[src/assert_macros.svh]
// Assertion macros for the top-level RTL file, which checks its own logic.
`ifndef ASSERT_MACROS_SVH
`define ASSERT_MACROS_SVH
// Implication checked on every rising clock edge outside reset.
`define CHK_IMPL(label, clk, rst_n, ante, cons, msg) \
  label: assert property (@(posedge clk) disable iff (!rst_n) (ante) |-> (cons)) \
    else $error(msg);
// Next-cycle implication checked outside reset.
`define CHK_NEXT(label, clk, rst_n, ante, cons, msg) \
  label: assert property (@(posedge clk) disable iff (!rst_n) (ante) |=> (cons)) \
    else $error(msg);
`endif

[src/icre_pkg.sv]
// Package with the constants and types of the replicated-edge convolution filter.
package icre_pkg;
  localparam int MaxWidth   = 1024;
  localparam int MaxHeight  = 1024;
  localparam int MaxKernel  = 5;
  localparam int CoefFrac   = 14;
  localparam int RowSlots   = MaxKernel + 1;
  localparam int CoefDepth  = MaxKernel * MaxKernel;
  localparam int ColW       = $clog2(MaxWidth);
  localparam int SlotW      = $clog2(RowSlots);
  localparam int CoefIdxW   = $clog2(CoefDepth);
  localparam int SumW       = 32;
  localparam int SlotShift  = 14;
  localparam int SlotRecip  = (1 << SlotShift) / RowSlots + 1;

  localparam logic [1:0] ACT_LOAD  = 2'd0;
  localparam logic [1:0] ACT_PIXEL = 2'd1;
  localparam logic [1:0] ACT_DRAIN = 2'd2;

  localparam logic [1:0] CFG_WIDTH  = 2'd0;
  localparam logic [1:0] CFG_HEIGHT = 2'd1;
  localparam logic [1:0] CFG_KERNEL = 2'd2;

  // One classified operation handed from the front to the back.
  typedef struct packed {
    logic              is_load;
    logic [CoefIdxW-1:0] load_idx;
    logic [15:0]       load_val;
    logic              is_write;
    logic [SlotW-1:0]  wr_slot;
    logic [ColW-1:0]   wr_col;
    logic [7:0]        wr_pix;
    logic              is_out;
    logic [10:0]       out_row;
    logic [10:0]       out_col;
    logic              last;
    logic [10:0]       w;
    logic [10:0]       h;
    logic [2:0]        k;
  } op_t;

  // Line-store slot of a row: the row modulo RowSlots by reciprocal
  // multiplication, exact for every row below 1024.
  function automatic logic [SlotW-1:0] row_slot(input logic [10:0] row);
    logic [24:0] prod;
    logic [10:0] quo;
    logic [10:0] rem;
    prod = 25'(row) * 25'(SlotRecip);
    quo  = prod[SlotShift +: 11];
    rem  = row - 11'(quo * 11'(RowSlots));
    return rem[SlotW-1:0];
  endfunction
endpackage

[src/icre_opq.sv]
// Short queue of classified operations between the front and the back.
module icre_opq (
  input  logic          clk,
  input  logic          rst_n,
  input  logic          wr_en,
  input  icre_pkg::op_t wr_op,
  output logic          full,
  input  logic          rd_en,
  output logic          nonempty,
  output icre_pkg::op_t rd_op
);
  import icre_pkg::*;
  localparam int Depth = 4;
  op_t         mem_r [Depth];
  logic [1:0]  wp_r, rp_r;
  logic [2:0]  cnt_r;

  assign full     = cnt_r == 3'(Depth);
  assign nonempty = cnt_r != 3'd0;
  assign rd_op    = mem_r[rp_r];

  always_ff @(posedge clk) begin
    if (wr_en) mem_r[wp_r] <= wr_op;
  end

  always_ff @(posedge clk) begin
    if (!rst_n) begin
      wp_r <= '0; rp_r <= '0; cnt_r <= '0;
    end else begin
      if (wr_en) wp_r <= wp_r + 2'd1;
      if (rd_en) rp_r <= rp_r + 2'd1;
      cnt_r <= cnt_r + 3'(wr_en) - 3'(rd_en);
    end
  end
endmodule

[config.mk]
export PLATFORM = sky130hd
export DESIGN_NAME = icre_opq
export DESIGN_NICKNAME = d
export VERILOG_FILES = /design/src/assert_macros.svh /design/src/icre_pkg.sv /design/src/icre_opq.sv
export SDC_FILE = /design/constraint.sdc
export NUM_CORES = 1
export LEC_CHECK = 0
export BUFFER_PORTS_ARGS = -buffer_cell sky130_fd_sc_hd__buf_2
export CORE_MARGIN = 10
export CORE_UTILIZATION = 24
export CTS_BUF_LIST = sky130_fd_sc_hd__clkbuf_16
export DETAILED_ROUTE_END_ITERATION = 10
export HOLD_SLACK_MARGIN = 0.03
export SYNTH_ARGS = -nofsm -noshare
export SYNTH_HDL_FRONTEND = slang
export SYNTH_SLANG_ARGS = --single-unit
[constraint.sdc]
create_clock -name clk -period 3.6 [get_ports clk]
set_clock_uncertainty 0.2 [all_clocks]
set_input_delay 0.36 -clock clk [delete_from_list [all_inputs] [get_ports clk]]
set_output_delay 0.36 -clock clk [all_outputs]
set_load 0.05 [all_outputs]
[Word level (Yosys, flattened, before mapping)]
Memory sizes are Yosys's and may differ from the RTL's. A register that Yosys moved wholly into a read port is not among the register bits.
Index checks and enable logic that the tools add are counted.
Storage, ports and cells
  bits in registers: 7
  logic and storage cells: 14
  memories kept: 1
  RAM bits: 372
  output and inout port bits: 95
Operators by class
  multiplexer cells: 4
  equality and inequality tests: 1
  reduce and logical (&&, ||, !) cells: 1
  add/sub/neg operators: 4
Memories
  mem_r: depth 4, bits a word 93, rd ports 1, clocked after memory_dff 1, write ports 1, RTL line icre_opq.sv:14  | op_t mem_r [Depth];
Operator list (number)
  2-bit by 1-bit adder with 2-bit output (second input constant): 2
  2-bit 2-to-1 mux: 2
  3-bit by 1-bit adder with 3-bit output: 1
  3-bit == test (second input constant): 1
  3-bit nonzero test: 1
  3-bit by 1-bit subtractor with 3-bit output: 1
  1-bit 2-to-1 mux: 2

[Longest topological paths before layout]
Gate-level depths: netlist of run 1.
  depth in word-level cells: 3
  depth in mapped cells: 7
  depth with buffers taken out: 7

[Worst setup path before layout of run 1]
OpenSTA, ideal clock, no wires.
  kind: register -> register
  from: reg wp_r[0]
  to: mem mem_r[0][0] (netlist bit) (enable)
  buffers on the path: 0
  stages on the path, launching flop included: 4
  library setup time: 462 ps
  arrival: 2697 ps
  required time: 2938 ps
  period minus slack after synthesis: 3359 ps
  path slack: 241 ps
  path through: dfxtp_1 inv_1 ha_1 and2_1
RTL lines
  start, declared: RTL line icre_opq.sv:15  | logic [1:0] wp_r, rp_r;
  start signal, assigned: RTL line icre_opq.sv:30  | if (wr_en) wp_r <= wp_r + 2'd1;
  end, declared: RTL line icre_opq.sv:14
Straight into the memory's write port.

==> impl_metrics.py, run 1 <==
metrics = {
    "synth": {
        "synth_fp_nets": 632,
        "synth.most_common_cell": "edfxtp_1",
        "synth.distinct_cells": 20,
        "ys_seq_elements": 381,
        "synthesis.instances": 528,
        "synth_top_area_cell": "edfxtp_1",
        "syn_area_sq_um": 13900,
        "synth_top_flop_cell": "edfxtp_1",
        "netlist_top_cells_area": "edfxtp_1 (81%), mux4_2 (15%), dfxtp_1 (1.3%)",
        "synth_common_cells": "edfxtp_1 (372), mux4_2 (93), dfxtp_1 (9), buf_2 (8), buf_6 (8)",
        "synth_edf_count": 372,
        "syn-mean-instance-area_sq_um": 26.3,
        "yosysWarnings": 0,
        "yosys.area.top_type_share": 0.806,
        "async_reset_ff_frac": 0,
        "synth_seq_area_share": 0.819,
    },
    "min_path": {
        "min_path_cells": 2,
        "worstHoldStart": "rp_r[1]$_SDFFE_PN0P_",
        "hold_path_class": "reg -> reg",
    },
    "final_layout": {
        "nNetsFinal": 958,
        "seq_area_sq_um": 11400,
        "multi_input_area_sq_um": 2340,
        "syn2layout_area_growth_pct": 30.5,
        "stdcell_count": 1651,
        "drive_gt1_frac": 0.417,
        "n_fill_cell": 5535,
    },
    "placed_design": {
        "hpwl_um": 18200,
        "place.gp.congestion": 0.659,
        "dp.cells": 1479,
        "io_buffers": 191,
    },
    "status": {
        "status": "completed",
    },
    "routing": {
        "via_per_inst": 4.00,
        "first_pass_iters": 6,
        "wl_per_cell_um": 18.6,
        "drc": 0,
        "drt_iter0_markers": 320,
        "wirelength_um": 30700,
        "num_vias": 6612,
        "drtAntennaViolNets": 0,
    },
    "worst_setup_path": {
        "crit_arrival_ps": 2360,
        "start_kind": "flip-flop",
        "crit_path_top_delay_cell": "dfxtp_4",
        "r2r-end": "mem_r[3][43]$_DFFE_PP_",
        "reg2reg_slack_ps": 1490,
        "end_kind": "output pin",
        "r2r-start": "wp_r[0]$_SDFFE_PN0P_",
        "cpPeakStageDelay_ps": 640,
        "crit_required_ps": 3040,
        "crit_path_cell_trace": "buf_12, mux4_2, buf_2",
        "ff2ff_path_depth": 3,
        "path_class": "reg -> out",
        "crit_fanout": 27,
    },
    "cts": {
        "h-tree-depth": 2,
        "clk_pin_slew_ps": 60,
        "cts-root-buf": "clkbuf_16",
        "clock_path_buffers": 3,
        "cts_tree": "built",
        "postCtsSetupRepairBufs": 0,
        "clk_latency_ps": 540,
        "numCtsBuffers": 42,
        "cts_sinks": 381,
        "cts_hold_buf": 96,
        "postCtsResizedCells": 0,
    },
    "grt": {
        "track_usage": 0.0906,
        "antenna_found_initial": 5,
        "gr-total-overflow": 0,
        "grt_pass1_vias": 7495,
        "grt_max_degree": 52,
        "grt_first_pass_wirelength_um": 46500,
    },
    "sta": {
        "worst_slew_pin_slew_ps": 866,
        "drv_slew": 0,
        "max_freq_mhz": 343,
        "report.final.hold_viol_count": 0,
        "rsz0062_at_grt": "no",
        "setup_violations": 0,
        "whs_ps": 342,
        "fin_crit_sh": 0.810,
        "period_needed_ps": 2920,
        "setup_tns_ps": 0,
        "slew_headroom": 0.423,
    },
    "power_and_ir_drop": {
        "p_per_area_nw_per_um2": 592,
        "vdd.ir_drop.worst_mv": 0.380,
        "total_power_mw": 10.7,
        "cellLeakagePower_nw": 6.05,
    },
    "run": {
        "maxCapViolCount": 0,
    },
    "floorplan": {
        "ioPinCount": 192,
        "dieArea_sq_um": 67800,
        "die_width_um": 260,
        "core_sq_um": 57500,
        "die_y_um": 260,
        "initial_utilization": 0.241,
        "rows": 88,
    },
}
## state kept, by name (all words and copies together) (netlist names), named ones only
signal	flops
wp_r	2
rp_r	2
mem_r	372
cnt_r	3
## power breakdown
group,internal [mW],switching (mW),total [mW]
registers,5.10,0.0761,5.18
logic,0.505,1.02,1.52
clock network,2.31,1.69,4.00
## routing by layer
| metal | GRT usage | vias up | share of wire |
|---|---|---|---|
| met4 | 0.0281 | 4 | 0.021 |
| met2 | 0.144 | 162 | 0.47 |
| li1 | - | 2929 | - |
| met5 | 0 | - | 0.00072 |
| met1 | 0.115 | 3462 | 0.44 |
| met3 | 0.0318 | 55 | 0.071 |
## final cells by class
cell class,count,share of cell area
sequential,381,0.628
inverter,7,0.00145
timing repair buffer,302,0.116
multi-input combinational,120,0.130
clock buffer,43,0.0595
tap,765,0.0529
antenna,3,0.000415
clock inverter,30,0.0118
## cell families (layout without fill, tap and decap cells)
family | count (synthesis) | in the layout | synth area share
muxes | 94 | 94 | 0.152
and+or+nand+nor | 14 | 14 | 0.00551
xor gates and xnor gates | 3 | 3 | 0.00298
DFF | 381 | 381 | 0.819
AOI/OAI and AO/OA | 2 | 2 | 0.00108
other | 0 | 3 | 0
buffers and inverters | 27 | 382 | 0.0129
adders and majority gates | 7 | 7 | 0.00686
## cells in the final DEF, fill, tap and decap left out
cell type and count:
fa_1 1, inv_1 15, clkinv_2 8, nor2_1 5
clkbuf_16 43, dfxtp_4 2, buf_12 6, diode_2 3
buf_2 191, clkinvlp_4 5, clkinv_4 2, mux2i_1 1
xnor2_1 2, xor3_1 1, bufinv_16 2, or3_1 1
nand3b_1 1, mux4_2 93, and3_1 1, ha_1 6
and2_4 4, edfxtp_1 372, a21oi_1 1, a21bo_2 1
and2_1 2, buf_4 9, clkinv_1 3, inv_6 2
dlygate4sd3_1 96, dfxtp_1 7
## how the worst max path moves through the flow
stage / from / cells after the start / end
6_report: flip-flop / 3 / rd_op[52]
5_1_grt: flip-flop / 3 / rd_op[48]
4_1_cts: flip-flop / 3 / rd_op[52]
3_5_place_dp: flip-flop / 3 / rd_op[29]
3_3_place_gp: flip-flop / 3 / rd_op[52]
2_1_floorplan: wp_r[0]$_SDFFE_PN0P_ / 3 / mem_r[0][0]$_DFFE_PP_
## through the flow
stage	setup WS, ps	utilization	instance area (sq um)
5_1_grt	502	0.315	18100
3_5_place_dp	1180	0.275	15800
6_report	684	0.315	18100
3_3_place_gp	1170	0.275	15800
2_1_floorplan	241	-	13900
4_1_cts	550	0.315	18100
## critical path: cells and delay by family, from the launching register on
family                 cells  cell delay (ps)
muxes                      1              580
DFF                        1              640
buffers and inverters      2              550
Power figures use the tool's default switching activity.
==> inputs of run 2 (changes only) <==
--- a/config.mk
+++ b/config.mk
@@ -5,6 +5,7 @@
 export SDC_FILE = /design/constraint.sdc
 export NUM_CORES = 1
 export LEC_CHECK = 0
+export ABC_AREA = 1
 export BUFFER_PORTS_ARGS = -buffer_cell sky130_fd_sc_hd__buf_2
 export CORE_MARGIN = 10
 export CORE_UTILIZATION = 24
==> constraint.sdc (replaced) <==
create_clock -name clk -period 2.6 [get_ports clk]
set_clock_uncertainty 0.2 [all_clocks]
set_input_delay 0.26 -clock clk [delete_from_list [all_inputs] [get_ports clk]]
set_output_delay 0.26 -clock clk [all_outputs]
set_load 0.05 [all_outputs]
==> impl_metrics.py, run 2 <==
metrics = {
    "placed_design": {
        "hpwl_um": 19900,
        "io_buffers": 191,
        "place.gp.congestion": 0.714,
    },
    "cts": {
        "h-tree-depth": 2,
        "cts-root-buf": "clkbuf_16",
        "numCtsBuffers": 43,
        "cts_tree": "built",
        "clk_pin_slew_ps": 60,
        "clock_path_buffers": 3,
        "cts_sinks": 381,
        "clk_latency_ps": 550,
    },
    "worst_setup_path": {
        "start_kind": "flip-flop",
        "crit_required_ps": 2140,
        "path_class": "reg -> out",
        "crit_fanout": 97,
        "end_kind": "output pin",
        "crit_arrival_ps": 2040,
    },
    "final_layout": {
        "reg_top3": "mem_r (372), cnt_r (3)",
        "n_fill_cell": 6133,
        "layout_common_cells": "edfxtp_1 (372), inv_1 (208), nand2_1 (193)",
        "syn2layout_area_growth_pct": 28.7,
        "drive_gt1_frac": 0.191,
        "final_common_cell": "edfxtp_1",
        "nNetsFinal": 1539,
        "regMostFlops": "mem_r",
        "largest_register_ffs": 372,
    },
    "power_and_ir_drop": {
        "p_seq_frac": 0.482,
        "vdd.ir_drop.worst_mv": 0.525,
        "p_per_area_nw_per_um2": 763,
        "cellLeakagePower_nw": 7.37,
        "clkPwrFrac": 0.375,
        "switchingPower_mw": 3.97,
        "total_power_mw": 14.7,
        "swShare": 0.270,
        "internal_power_mw": 10.7,
        "share_comb_of_total_power": 0.143,
    },
    "synth": {
        "syn_area_sq_um": 15000,
        "syn-mean-instance-area_sq_um": 13.1,
        "synth.most_common_cell": "edfxtp_1",
        "synth_top_area_cell": "edfxtp_1",
        "async_reset_ff_frac": 0,
        "ys_seq_elements": 381,
        "synth_fp_nets": 1244,
        "synth_seq_area_share": 0.758,
        "synth.distinct_cells": 14,
        "synthesis.instances": 1140,
        "synth_common_cells": "edfxtp_1 (372), inv_1 (201), nand2_1 (196), a21oi_1 (99), o21ai_0 (97)",
        "yosys.area.top_type_share": 0.746,
        "synth_edf_count": 372,
        "yosysWarnings": 0,
        "netlist_top_cells_area": "edfxtp_1 (75%), inv_1 (5.0%), nand2_1 (4.9%)",
        "synth_top_flop_cell": "edfxtp_1",
    },
    "floorplan": {
        "ioPinCount": 192,
        "initial_utilization": 0.243,
        "dieArea_sq_um": 72800,
        "die_y_um": 270,
        "rows": 91,
        "die_width_um": 270,
        "core_sq_um": 61700,
    },
    "sta": {
        "max_freq_mhz": 400,
        "worst_slew_pin_slew_ps": 570,
        "fin_crit_sh": 0.962,
        "setup_tns_ps": 0,
        "slew_headroom": 0.620,
        "report.final.hold_viol_count": 0,
        "rsz0062_at_grt": "no",
        "whs_ps": 248,
        "period_needed_ps": 2500,
        "setup_violations": 0,
        "drv_slew": 0,
    },
    "grt": {
        "track_usage": 0.0910,
        "antenna_found_initial": 4,
        "grt_pass1_vias": 9420,
        "grt_first_pass_wirelength_um": 52900,
        "grt_max_degree": 107,
        "gr-total-overflow": 0,
    },
    "min_path": {
        "hold_path_class": "in -> reg",
    },
    "routing": {
        "wirelength_um": 34200,
        "wl_per_cell_um": 14.8,
        "drt_iter0_markers": 560,
        "drc": 0,
        "drtAntennaViolNets": 0,
        "first_pass_iters": 5,
        "via_per_inst": 4.02,
        "num_vias": 9252,
    },
    "run": {
        "maxCapViolCount": 0,
    },
    "status": {
        "status": "completed",
    },
}
run 2: changes by cell type in the layout (fill, tap and decap cells not counted), sizes merged, moves of 3 or more:
cell    change
mux4       -93
a21oi      +98
inv       +196
o21ai      +97
nand2     +196
clkbuf      +5
buf         +5
o211ai     +93
nor2        -3
and2        -6
run 2: cell families after synthesis:
family | after synthesis | share of synthesized area
adders and majority gates | 7 | 0.00635
and+or+nand+nor | 200 | 0.0503
buffers and inverters | 263 | 0.0737
DFF | 381 | 0.758
AOI/OAI and AO/OA | 289 | 0.112
run 2: power by group through the flow:
| stage | logic (mW) | clock network [mW] | registers [mW] |
|---|---|---|---|
| after floorplan | 1.39 | 0 | 7.21 |
| after global placement | 1.94 | 0 | 7.22 |
| after detailed placement | 1.97 | 0 | 7.23 |
| after CTS | 2.11 | 5.74 | 7.10 |
| after global routing | 2.28 | 5.99 | 7.10 |
| final | 2.10 | 5.52 | 7.09 |
run 2: final cells by class:
type                       count  area (sq um)  area share
inverter                     201           769      0.0399
tap                          837          1050      0.0543
timing repair buffer         312          2280       0.118
clock buffer                  44          1100      0.0571
multi-input combinational    496          2530       0.131
clock inverter                32           190     0.00986
sequential                   381         11400       0.589
antenna                        1          2.50    0.000130
run 2: worst paths after layout:
check | from | to | slack (ps) | cells past startpoint
hold / removal | wr_op[27] | mem_r[2][27]$_DFFE_PP_ | 250 | 2
setup / recovery | flip-flop | rd_op[42] | 100 | 4
setup reg to reg | wp_r[1]$_SDFFE_PN0P_ | mem_r[0][38]$_DFFE_PP_ | 780 | 5
hold reg to reg | rp_r[1]$_SDFFE_PN0P_ | flip-flop | 250 | 2
run 2: worst max-delay path, cell delays in order, from the launching register on:
cell and delay, ps:
dfxtp_4 390, buf_12 320, o211ai_1 170, nand2_1 140, buf_2 280
run 2: per-layer routing:
layer	vias up	GRT usage	wire, um
met3	54	0.0232	1710
met5	-	0	27
met2	192	0.155	16800
li1	4563	-	-
met4	4	0.0328	832
met1	4439	0.109	14800
run 2: what timing repair did:
action / in CTS / in global routing
endpoints found under the setup margin: 62 / 54
gates resized for setup: 2 / 4
setup buffers: 1 / 3
endpoints found under the hold margin: 381 / 0
cloned: 0 / 1
hold buffers: 97 / 0
run 2: stage by stage:
step	setup slack (ps)	area, sq um	std cells	util
5_1_grt	7.35	19300	2304	0.312
3_5_place_dp	565	16900	2125	0.274
6_report	99.6	19300	2304	0.312
4_1_cts	7.15	19200	2299	0.311
3_3_place_gp	567	16900	2125	0.274
2_1_floorplan	1.47	15000	1140	-
==> inputs of run 3 (changes only) <==
--- a/config.mk
+++ b/config.mk
@@ -12,6 +12,8 @@
 export CTS_BUF_LIST = sky130_fd_sc_hd__clkbuf_16
 export DETAILED_ROUTE_END_ITERATION = 10
 export HOLD_SLACK_MARGIN = 0.03
+export REMOVE_ABC_BUFFERS = 1
+export SKIP_CTS_REPAIR_TIMING = 1
 export SYNTH_ARGS = -nofsm -noshare
 export SYNTH_HDL_FRONTEND = slang
 export SYNTH_SLANG_ARGS = --single-unit
==> impl_metrics.py, run 3 (synthesis gave the netlist of run 2 again) <==
metrics = {
    "status": {
        "status": "completed",
    },
    "floorplan": {
        "core_sq_um": 61700,
        "rows": 91,
        "dieArea_sq_um": 72800,
        "die_y_um": 270,
        "initial_utilization": 0.243,
        "die_width_um": 270,
        "ioPinCount": 192,
    },
    "sta": {
        "max_freq_mhz": 414,
        "rsz0062_at_grt": "no",
        "fin_crit_sh": 0.930,
        "drv_slew": 0,
        "whs_ps": 260,
        "slew_headroom": 0.673,
        "period_needed_ps": 2420,
        "report.final.hold_viol_count": 0,
        "setup_violations": 0,
        "worst_slew_pin_slew_ps": 491,
    },
    "worst_setup_path": {
        "r2r-end": "mem_r[2][15]$_DFFE_PP_",
        "start_kind": "flip-flop",
        "reg2reg_slack_ps": 710,
        "r2r-start": "wp_r[0]$_SDFFE_PN0P_",
        "path_class": "reg -> out",
        "crit_required_ps": 2140,
        "crit_fanout": 86,
        "end_kind": "output pin",
        "crit_end": "rd_op[39]",
        "ff2ff_path_depth": 5,
        "crit_arrival_ps": 1960,
    },
    "cts": {
        "clk_pin_slew_ps": 60,
        "h-tree-depth": 2,
        "numCtsBuffers": 43,
        "clk_latency_ps": 540,
        "clock_path_buffers": 3,
        "cts_sinks": 381,
        "cts-root-buf": "clkbuf_16",
        "cts_tree": "built",
    },
    "power_and_ir_drop": {
        "switchingPower_mw": 3.98,
        "share_comb_of_total_power": 0.143,
        "clkPwrFrac": 0.378,
        "internal_power_mw": 10.8,
        "vdd.ir_drop.worst_mv": 0.544,
        "p_per_area_nw_per_um2": 764,
        "cellLeakagePower_nw": 7.43,
        "swShare": 0.269,
        "p_seq_frac": 0.479,
    },
    "grt": {
        "grt_pass1_vias": 8823,
        "grt_first_pass_wirelength_um": 50800,
        "track_usage": 0.0884,
        "grt_max_degree": 100,
        "antenna_found_initial": 2,
        "gr-total-overflow": 0,
    },
    "routing": {
        "drc": 0,
        "wl_per_cell_um": 14.9,
        "drtAntennaViolNets": 0,
        "first_pass_iters": 4,
        "wirelength_um": 34300,
        "via_per_inst": 4.02,
        "num_vias": 9254,
        "drt_iter0_markers": 532,
    },
    "final_layout": {
        "layout_common_cells": "edfxtp_1 (372), inv_1 (210), nand2_1 (196)",
        "final_common_cell": "edfxtp_1",
        "largest_register_ffs": 372,
        "nNetsFinal": 1539,
        "syn2layout_area_growth_pct": 29.1,
        "stdcell_count": 2304,
        "antenna_cells": 0,
        "regMostFlops": "mem_r",
        "finish.instance_area_sq_um": 19300,
        "reg_top3": "mem_r (372), cnt_r (3)",
        "drive_gt1_frac": 0.191,
    },
    "placed_design": {
        "place.gp.congestion": 0.717,
        "hpwl_um": 20300,
        "io_buffers": 191,
        "dp.cells": 2124,
        "placedInstanceArea_sq_um": 17000,
    },
    "min_path": {
        "hold_path_class": "in -> reg",
    },
    "run": {
        "maxCapViolCount": 0,
    },
}
==> run 3: cell count changes in the layout (fill, tap and decap cells not counted), moves of 3 or more <==
cell        previous run  this run
clkinv_1              10         5
clkbuf_4               3         0
buf_2                188       191
inv_4                  0         4
clkinv_2               2         9
nand2_1              193       196
nand2_2                3         0
buf_12                 8        17
buf_4                 12         5
clkinvlp_4             5         0
==> run 3: critical path: stages, from the launching register on <==
cell and delay (ps):
dfxtp_4 380, buf_12 300, o211ai_1 160, nand2_1 140, buf_2 280
==> run 3: cell type report <==
| cell class | count | area, sq um |
|---|---|---|
| clock buffers | 45 | 1130 |
| clock inverters | 32 | 180 |
| fillers | 6190 | 42400 |
| inverters | 201 | 764 |
| multi-input cells | 496 | 2530 |
| flip-flops and latches | 381 | 11400 |
| well taps | 837 | 1050 |
| repair buffers | 312 | 2340 |
==> run 3: power by group through the flow <==
stage	clock, mW	sequential [mW]	combinational, mW
detailed placement	0	7.23	1.97
global route	6.04	7.10	2.30
CTS	5.79	7.10	1.98
global placement	0	7.22	1.94
floorplan	0	7.33	1.28
finish	5.58	7.08	2.12
==> run 3: per-stage QoR <==
stage | setup WS [ps] | power (mW) | TNS [ps] | utilization
floorplan | -4830 | 8.60 | -601470 | -
global placement | 409 | 9.17 | 0 | 0.275
detailed placement | 364 | 9.21 | 0 | 0.275
CTS | -253 | 14.9 | -14940 | 0.296
global route | 36.1 | 15.4 | 0 | 0.314
finish | 182 | 14.8 | 0 | 0.314
==> run 3: worst min-delay path by stage <==
stage / start / to / slack, ps / cells past startpoint
CTS: wr_op[25] / mem_r[2][25]$_DFFE_PP_ / -340 / 1
finish: wr_op[17] / mem_r[1][17]$_DFFE_PP_ / 260 / 2
global route: wr_op[8] / mem_r[1][8]$_DFFE_PP_ / 230 / 2
detailed placement: rp_r[1]$_SDFFE_PN0P_ / flip-flop / 260 / 2
global placement: rp_r[1]$_SDFFE_PN0P_ / flip-flop / 240 / 2
floorplan: rd_en / flip-flop / 150 / 1
==> run 3: routing by layer <==
layer,vias to the layer above,wire length (um),global-route usage
met5,-,13,0
met4,2,786,0.0287
met3,56,1990,0.0278
met2,207,16000,0.144
met1,4427,15500,0.110
li1,4562,-,-
